$ cat src/rtl/tawl_pkg.sv
`timescale 1ns / 1ps
// Types and constants of the tick accounting unit.
// Used by the cell, count and top level modules; depends on nothing.
package tawl_pkg;

  typedef enum logic [1:0] {
    KIND_IDLE     = 2'd0,
    KIND_USER     = 2'd1,
    KIND_KERNEL   = 2'd2,
    KIND_DEFERRED = 2'd3
  } kind_t;

  localparam logic OP_TICK = 1'b0;
  localparam logic OP_SET  = 1'b1;

  localparam logic [1:0] REG_USEC_PER_TICK    = 2'd0;
  localparam logic [1:0] REG_CLOCK_STEP       = 2'd1;
  localparam logic [1:0] REG_QUANTUM_PER_TICK = 2'd2;

  localparam logic [19:0] USEC_PER_TICK_RST    = 20'd10000;
  localparam logic [31:0] CLOCK_STEP_RST       = 32'd11931;
  localparam logic [7:0]  QUANTUM_PER_TICK_RST = 8'd1;

  localparam logic [20:0] USEC_ROLL       = 21'd1000000;
  localparam logic [20:0] USEC_ROLL_TWICE = 21'd2000000;
  localparam logic [19:0] USEC_MAX        = 20'd999999;
  localparam logic signed [15:0] QUANTUM_MIN = 16'sh8000;

  typedef logic [6:0] count_t;

  typedef struct packed {
    logic [31:0]        tick_count;
    logic [31:0]        clock_count;
    logic [31:0]        seconds;
    logic [19:0]        microseconds;
    logic [31:0]        uptime_seconds;
    kind_t              load_kind;
    logic signed [15:0] quantum_out;
    logic               preempt;
    count_t             count_user;
    count_t             count_kernel;
    count_t             count_deferred;
    count_t             count_idle;
  } res_t;

endpackage

$ cat src/rtl/tick_accounting_with_load_window_unit.sv
`timescale 1ns / 1ps
// Tick accounting unit. A result is registered in the output register, or in the skid
// stage while that is full, so an item can enter while a result waits. Throughput: one
// item per cycle while the skid stage is empty. The load window is a chain of cells
// that shifts once per tick. Synchronous reset puts every cell to idle and the counters
// to their start values; no clearing pass. Uses tawl_pkg, tawl_cell, tawl_counts.
module tick_accounting_with_load_window_unit import tawl_pkg::*; #(
  parameter int LOAD_WINDOW = 100
) (
  input  logic               clk,
  input  logic               rst,
  input  logic               cfg_we,
  input  logic [1:0]         cfg_index,
  input  logic [31:0]        cfg_data,
  input  logic               in_valid,
  output logic               in_ready,
  input  logic               op,
  input  logic               user_mode,
  input  logic               in_deferred,
  input  logic               idle_thread,
  input  logic signed [15:0] quantum_in,
  input  logic [31:0]        new_seconds,
  input  logic [19:0]        new_microseconds,
  output logic               out_valid,
  input  logic               out_ready,
  output logic [31:0]        tick_count,
  output logic [31:0]        clock_count,
  output logic [31:0]        seconds,
  output logic [19:0]        microseconds,
  output logic [31:0]        uptime_seconds,
  output logic [1:0]         load_kind,
  output logic signed [15:0] quantum_out,
  output logic               preempt,
  output logic [6:0]         count_user,
  output logic [6:0]         count_kernel,
  output logic [6:0]         count_deferred,
  output logic [6:0]         count_idle
);

  localparam int CW = $clog2(LOAD_WINDOW + 1);

  logic [19:0] usec_per_tick;
  logic [31:0] clock_step;
  logic [7:0]  quantum_per_tick;

  logic [31:0] tick_counter, tick_counter_next;
  logic [31:0] clock_counter, clock_counter_next;
  logic [31:0] wall_seconds, wall_seconds_next;
  logic [19:0] wall_usec, wall_usec_next;
  logic [31:0] boot_seconds, boot_seconds_next;

  logic accept, tick, clock_load, out_take;
  kind_t new_kind, old_kind;
  kind_t chain [LOAD_WINDOW+1];
  logic [3:0][CW-1:0] cnt_next;

  logic [20:0] usec_sum;
  logic [19:0] usec_load;
  logic signed [16:0] q_diff;
  logic signed [15:0] q_sat;
  res_t res_new, o_res, s_res;
  logic s_valid;

  assign in_ready   = !s_valid;
  assign accept     = in_valid && in_ready;
  assign tick       = accept && (op == OP_TICK);
  assign clock_load = accept && (op == OP_SET);
  assign out_take   = out_valid && out_ready;

  always_ff @(posedge clk) begin
    if (rst) begin
      usec_per_tick    <= USEC_PER_TICK_RST;
      clock_step       <= CLOCK_STEP_RST;
      quantum_per_tick <= QUANTUM_PER_TICK_RST;
    end else if (cfg_we) begin
      case (cfg_index)
        REG_USEC_PER_TICK:    usec_per_tick    <= cfg_data[19:0];
        REG_CLOCK_STEP:       clock_step       <= cfg_data;
        REG_QUANTUM_PER_TICK: quantum_per_tick <= cfg_data[7:0];
        default: ;
      endcase
    end
  end

  always_comb begin
    if (in_deferred) begin
      new_kind = KIND_DEFERRED;
    end else if (user_mode) begin
      new_kind = KIND_USER;
    end else if (idle_thread) begin
      new_kind = KIND_IDLE;
    end else begin
      new_kind = KIND_KERNEL;
    end
  end

  // A step above 1000000 can carry up to two seconds in one tick.
  assign usec_sum  = {1'b0, wall_usec} + {1'b0, usec_per_tick};
  assign usec_load = (new_microseconds > USEC_MAX) ? USEC_MAX : new_microseconds;

  always_comb begin
    tick_counter_next  = tick_counter;
    clock_counter_next = clock_counter;
    wall_seconds_next  = wall_seconds;
    wall_usec_next     = wall_usec;
    boot_seconds_next  = boot_seconds;
    if (tick) begin
      tick_counter_next  = tick_counter + 32'd1;
      clock_counter_next = clock_counter + clock_step;
      if (usec_sum >= USEC_ROLL_TWICE) begin
        wall_seconds_next = wall_seconds + 32'd2;
        wall_usec_next    = 20'(usec_sum - USEC_ROLL_TWICE);
      end else if (usec_sum >= USEC_ROLL) begin
        wall_seconds_next = wall_seconds + 32'd1;
        wall_usec_next    = 20'(usec_sum - USEC_ROLL);
      end else begin
        wall_usec_next    = usec_sum[19:0];
      end
    end else if (clock_load) begin
      // Boot time moves with the clock so that uptime is kept.
      boot_seconds_next = boot_seconds + (new_seconds - wall_seconds);
      wall_seconds_next = new_seconds;
      wall_usec_next    = usec_load;
    end
  end

  always_ff @(posedge clk) begin
    if (rst) begin
      tick_counter  <= '0;
      clock_counter <= '0;
      wall_seconds  <= '0;
      wall_usec     <= '0;
      boot_seconds  <= '0;
    end else begin
      tick_counter  <= tick_counter_next;
      clock_counter <= clock_counter_next;
      wall_seconds  <= wall_seconds_next;
      wall_usec     <= wall_usec_next;
      boot_seconds  <= boot_seconds_next;
    end
  end

  // The oldest kind falls out of the far end of the chain on every tick.
  assign chain[0] = new_kind;
  for (genvar i = 0; i < LOAD_WINDOW; i++) begin : g_cell
    tawl_cell u_cell (
      .clk   (clk),
      .rst   (rst),
      .shift (tick),
      .d     (chain[i]),
      .q     (chain[i+1])
    );
  end
  assign old_kind = chain[LOAD_WINDOW];

  tawl_counts #(.LOAD_WINDOW(LOAD_WINDOW)) u_counts (
    .clk      (clk),
    .rst      (rst),
    .tick     (tick),
    .old_kind (old_kind),
    .new_kind (new_kind),
    .cnt_next (cnt_next)
  );

  // A difference below the 16-bit range shows as sign set with bit 15 clear.
  assign q_diff = {quantum_in[15], quantum_in} - $signed({9'd0, quantum_per_tick});
  assign q_sat  = (q_diff[16] && !q_diff[15]) ? QUANTUM_MIN : q_diff[15:0];

  always_comb begin
    res_new.tick_count     = tick_counter_next;
    res_new.clock_count    = clock_counter_next;
    res_new.seconds        = wall_seconds_next;
    res_new.microseconds   = wall_usec_next;
    res_new.uptime_seconds = wall_seconds_next - boot_seconds_next;
    res_new.load_kind      = KIND_IDLE;
    res_new.quantum_out    = '0;
    res_new.preempt        = 1'b0;
    if (op == OP_TICK) begin
      res_new.load_kind   = new_kind;
      res_new.quantum_out = q_sat;
      res_new.preempt     = q_sat[15] || (q_sat == '0);
    end
    res_new.count_user     = count_t'(cnt_next[KIND_USER]);
    res_new.count_kernel   = count_t'(cnt_next[KIND_KERNEL]);
    res_new.count_deferred = count_t'(cnt_next[KIND_DEFERRED]);
    res_new.count_idle     = count_t'(cnt_next[KIND_IDLE]);
  end

  always_ff @(posedge clk) begin
    if (rst) begin
      out_valid <= 1'b0;
      s_valid   <= 1'b0;
    end else if (s_valid) begin
      if (out_take) begin
        o_res   <= s_res;
        s_valid <= 1'b0;
      end
    end else if (accept) begin
      if (!out_valid || out_take) begin
        o_res     <= res_new;
        out_valid <= 1'b1;
      end else begin
        s_res   <= res_new;
        s_valid <= 1'b1;
      end
    end else if (out_take) begin
      out_valid <= 1'b0;
    end
  end

  assign tick_count     = o_res.tick_count;
  assign clock_count    = o_res.clock_count;
  assign seconds        = o_res.seconds;
  assign microseconds   = o_res.microseconds;
  assign uptime_seconds = o_res.uptime_seconds;
  assign load_kind      = o_res.load_kind;
  assign quantum_out    = o_res.quantum_out;
  assign preempt        = o_res.preempt;
  assign count_user     = o_res.count_user;
  assign count_kernel   = o_res.count_kernel;
  assign count_deferred = o_res.count_deferred;
  assign count_idle     = o_res.count_idle;

endmodule

$ cat src/rtl/tawl_cell.sv
`timescale 1ns / 1ps
// One slot of the load window: holds the kind of one past tick.
// Depends on tawl_pkg.
module tawl_cell import tawl_pkg::*; (
  input  logic  clk,
  input  logic  rst,
  input  logic  shift,
  input  kind_t d,
  output kind_t q
);

  always_ff @(posedge clk) begin
    if (rst) begin
      q <= KIND_IDLE;
    end else if (shift) begin
      q <= d;
    end
  end

endmodule

$ cat src/rtl/tawl_counts.sv
`timescale 1ns / 1ps
// Running per-kind tick counts over the load window.
// Depends on tawl_pkg.
module tawl_counts import tawl_pkg::*; #(
  parameter int LOAD_WINDOW = 100,
  localparam int CW = $clog2(LOAD_WINDOW + 1)
) (
  input  logic               clk,
  input  logic               rst,
  input  logic               tick,
  input  kind_t              old_kind,
  input  kind_t              new_kind,
  output logic [3:0][CW-1:0] cnt_next
);

  logic [3:0][CW-1:0] cnt;

  // The kind leaving the window loses one, the kind entering gains one.
  always_comb begin
    for (int k = 0; k < 4; k++) begin
      cnt_next[k] = cnt[k];
      if (tick) begin
        if (old_kind == kind_t'(2'(k)) && cnt[k] != '0) begin
          cnt_next[k] = cnt_next[k] - CW'(1);
        end
        if (new_kind == kind_t'(2'(k))) begin
          cnt_next[k] = cnt_next[k] + CW'(1);
        end
      end
    end
  end

  // The idle count sits in the lowest slot and starts at the full window.
  always_ff @(posedge clk) begin
    if (rst) begin
      cnt <= {{(3*CW){1'b0}}, CW'(LOAD_WINDOW)};
    end else begin
      cnt <= cnt_next;
    end
  end

endmodule

$ cat config.mk
export PLATFORM = sky130hd
export DESIGN_NAME = tick_accounting_with_load_window_unit
export DESIGN_NICKNAME = d
export VERILOG_FILES = /design/src/rtl/tawl_pkg.sv /design/src/rtl/tick_accounting_with_load_window_unit.sv /design/src/rtl/tawl_cell.sv /design/src/rtl/tawl_counts.sv
export SDC_FILE = /design/constraint.sdc
export NUM_CORES = 2
export LEC_CHECK = 0
export ABC_AREA = 1
export BUFFER_PORTS_ARGS = -buffer_cell sky130_fd_sc_hd__buf_2
export CAP_MARGIN = 15
export CORE_ASPECT_RATIO = 1.4
export CORE_MARGIN = 2
export CORE_UTILIZATION = 50
export CTS_BUF_LIST = sky130_fd_sc_hd__clkbuf_8
export DETAILED_ROUTE_END_ITERATION = 6
export HOLD_SLACK_MARGIN = 0.15
export PLACE_DENSITY_LB_ADDON = 0.25
export SLEW_MARGIN = 5
export SYNTH_ARGS = -nofsm -noshare
export SYNTH_HDL_FRONTEND = slang
export SYNTH_SLANG_ARGS = --single-unit
$ cat constraint.sdc
create_clock -name clk -period 17.1 [get_ports clk]
set_input_delay 3.42 -clock clk [delete_from_list [all_inputs] [get_ports clk]]
set_output_delay 3.42 -clock clk [all_outputs]
set_load 0.02 [all_outputs]
==> flow_metrics.tcl <==
set metrics [dict create \
    status "finished, final reports clean" \
    grt_usage_pct 26.9 \
    synthXorXnorAreaFrac_pct 3.79 \
    wl_met2_um 57600 \
    cp_max_fo 60 \
    placedCellCount 6465 \
    htreeDepth 3 \
    wl_met1_um 48500 \
    maxUsedRoutingLayer "met5" \
    synth_top_family_by_area "simple AND/OR/NAND/NOR gates" \
    drv_cap 0 \
    start_util_pct 50.3 \
    synth_compound_area_share_pct 10.6 \
    holdBufCountCts 0 \
    power_density_nw_per_um2 107 \
    worstMarginPinSlew_ps 1250 \
    yosysSeqAreaShare_pct 48.3 \
    wl_met3_um 6700 \
    holdPathEnd "g_cell[22].u_cell.q[1]" \
    die_h_um 349 \
    netSwitchingPower_mw 1.60 \
    finalSetupTns_ps 0 \
    syn_area_um2 42400 \
    wl_per_cell_um 17.7 \
    viasPerCell 5.27 \
    maxSlewViolCount 0 \
    period_share_pct 45.0 \
    cts.path.max_buffers 3 \
    startpoint_type "input port" \
    hold_path_class "reg -> reg" \
    muxShareOfSynthArea_pct 0 \
    hpwl_um 85400 \
    synth.avg_cell_area_um2 8.08 \
    syn_to_final_growth_pct 11.8 \
    drtIter0Drc 2560 \
    io_pins 308 \
    grt_first_pass_wirelength_um 185000 \
    max_freq_mhz 130 \
    finalCriticalPeriod_ps 7700 \
    hold_ws_ps 454 \
    rsz0062_at_grt "false" \
    fin_cells 6704 \
    yosysWarnings 0 \
    clk_pin_slew_ps 60 \
    rr_worst_depth 39 \
    pre_cts_ws_ps 8720 \
    yosys.area_share.simple_pct 24.0 \
    antenna_found_initial 8 \
    finish.net_count 5785 \
    cp.arrival_ps 8210 \
    rows 126 \
    slowest_delay_ps 610 \
    min-delay-start "g_cell[21].u_cell.q[1]" \
    p_int_mw 3.45 \
    max_slew_margin_pct 15.9 \
    dieArea_um2 87200 \
    placed_cell_area_um2 44800 \
    fp.dieW_um 250 \
    synthCells 5245 \
    finalPower_mw 5.06 \
    crit_slowest_cell "buf_4" \
    finalInstanceArea_um2 47400 \
    swShare_pct 31.7 \
    cts_setup_buffers 0 \
    p_seq_share_pct 45.1 \
    p_leak_nw 21.4 \
    cts_tree "done" \
    seq_area_um2 20500 \
    skew_ps 63.0 \
    fp.coreArea_um2 84200 \
    r2r-start "wall_usec[2]" \
    nFillCells 7876 \
    grt_max_degree 232 \
    portBuffers 307 \
    drc_errors 0 \
    firstDrtPassIters 6 \
    required_ps 17610 \
    hold_viol 0 \
    drive_gt1_share_pct 12.5 \
    cts_root_buf "clkbuf_8" \
    cts.sinks 828 \
    routed-via-count 35300 \
    comb_power_share_pct 21.8 \
    irDropWorstVdd_uv 65.0 \
    fin_ws_ps 9400 \
    crit_path_frequent_cell "nand2_1" \
    rr_endpoint "uptime_seconds[30]" \
    grt_pass1_vias 34100 \
    critical_path.endpoint_type "flip-flop" \
    yosysUniqueCellTypes 66 \
    place.gp.congestion 1.02 \
    clk_latency_ps 760 \
    synthAdderAreaFrac_pct 5.76 \
    holdPathStages 2 \
    ys_ff_latch 828 \
    gr-total-overflow 0 \
    synth_nets 5530 \
    ff2ff_setup_slack_ps 9670 \
    multi_input_area_um2 18700 \
    wirelength_um 119000 \
    cts-resized-gates 0 \
    setup_viol 0 \
    numCtsBuffers 121 \
    setup.worst_path.class "in -> reg" \
    utilization_pct 56.3 \
    power.share.clock_pct 33.1 \
    ant_nets 0 \
]
cells in the mapped netlist (all sizes together):
| cell | number | area (um2) |
|---|---|---|
| a31oi | 25 | 156 |
| o22a | 1 | 8.76 |
| a211oi | 3 | 22.5 |
| a21o | 7 | 52.6 |
| a21boi | 6 | 45.1 |
| a22oi | 3 | 22.5 |
| dfxtp | 438 | 8770 |
| a221oi | 6 | 52.6 |
| o22ai | 21 | 138 |
| inv | 643 | 2420 |
| edfxtp | 390 | 11700 |
| xnor2 | 37 | 324 |
| ha | 139 | 1740 |
| a21oi | 155 | 798 |
| nor3 | 55 | 280 |
| a211o | 1 | 8.76 |
| buf | 20 | 120 |
| o2111ai | 2 | 17.5 |
| o221ai | 7 | 61.3 |
| o21a | 1 | 7.51 |
| nor2 | 879 | 3440 |
| nand4 | 40 | 250 |
| fa | 35 | 701 |
| or2 | 47 | 297 |
| a32o | 1 | 10.0 |
| o211ai | 11 | 82.6 |
| o21bai | 16 | 128 |
| clkinv | 1 | 3.75 |
| nor4 | 22 | 138 |
| clkbuf | 181 | 679 |
| a31o | 1 | 8.76 |
| o2bb2ai | 1 | 8.76 |
| a22o | 5 | 43.8 |
| o41ai | 2 | 25.0 |
| o21ai | 547 | 2750 |
| nand3 | 230 | 1270 |
| and2 | 12 | 75.1 |
| xor2 | 144 | 1280 |
| or4 | 3 | 22.5 |
| nand3b | 18 | 139 |
| nor3b | 2 | 15.0 |
| o31ai | 5 | 37.5 |
| nand2 | 1082 | 4230 |
layout make-up:
cell class	instances	area share, %
Antenna cell	7	0.0370
Sequential cell	828	43.2
Inverter	644	5.13
Clock inverter	91	1.35
Clock buffer	141	4.10
Tap cell	1088	2.87
Timing Repair Buffer	333	3.75
Multi-Input combinational cell	3572	39.5
logic make-up after synthesis:
| kind of cell | count (synthesis) |
|---|---|
| adders and majority gates | 174 |
| AOI/OAI and AO/OA | 827 |
| buffers and inverters | 845 |
| xor gates and xnor gates | 181 |
| and+or+nand+nor | 2390 |
| DFF | 828 |
critical path: cells and delay by family:
| kind | cells | cell delay (ps) |
|---|---|---|
| simple gates | 18 | 1690 |
| buf+inv | 5 | 1230 |
| compound gates | 6 | 1110 |
| fa+ha+maj | 2 | 660 |
how the worst max path moves through the flow:
stage                   from                 end  slack [ps]  cells past startpoint
global route        in_valid      tick_count[30]        9120                     22
floorplan           in_valid            s_res[0]        3960                      6
detailed placement  in_valid  uptime_seconds[30]        8720                     31
global placement    in_valid           s_res[72]        8780                     26
finish              in_valid  uptime_seconds[30]        9400                     31
CTS                 in_valid  uptime_seconds[30]        9560                     31
layout by cell type (no fill, tap or decap), drive strengths merged, types with 3 or more instances in the layout:
master / count
dfxtp: 438
bufinv: 8
inv: 692
and2: 12
clkinvlp: 3
nand3: 230
o21ai: 547
xor2: 144
fa: 35
o22ai: 21
nand2: 1082
o221ai: 7
a22oi: 3
a31oi: 25
diode: 7
or2: 47
nor3: 55
buf: 333
nor2: 879
a221oi: 6
clkinv: 32
nand4: 40
nand3b: 18
or4: 3
a21o: 7
xnor2: 37
a22o: 5
nor4: 22
a211oi: 3
a21oi: 155
a21boi: 6
o211ai: 11
edfxtp: 390
o21bai: 16
o31ai: 5
clkbuf: 141
ha: 139
power groups by stage:
stage,clock network [mW],registers (mW),logic [mW]
2_1_floorplan,0,2.35,0.738
3_3_place_gp,0,2.32,1.08
3_5_place_dp,0,2.32,1.09
4_1_cts,1.71,2.28,1.10
5_1_grt,1.79,2.29,1.23
6_report,1.67,2.28,1.10
routing by layer:
| layer | up-vias | track usage, % |
|---|---|---|
| li1 | 17500 | - |
| met1 | 16400 | 32.5 |
| met2 | 1070 | 47.0 |
| met3 | 307 | 3.86 |
| met4 | 10 | 13.2 |
| met5 | - | 0 |
registers in the layout, summed over array words and instances, names as in the netlist, 7 cells and up:
name              cells
g_cell.u_cell.q     200
tick_counter         32
count_idle            7
quantum_per_tick      8
u_counts.cnt         28
s_res               195
count_user            7
quantum_out          16
count_kernel          7
microseconds         20
clock_step           32
clock_count          32
seconds              32
tick_count           32
wall_usec            20
uptime_seconds       32
wall_seconds         32
boot_seconds         32
count_deferred        7
clock_counter        32
usec_per_tick        20
Power figures use the tool's default switching activity.
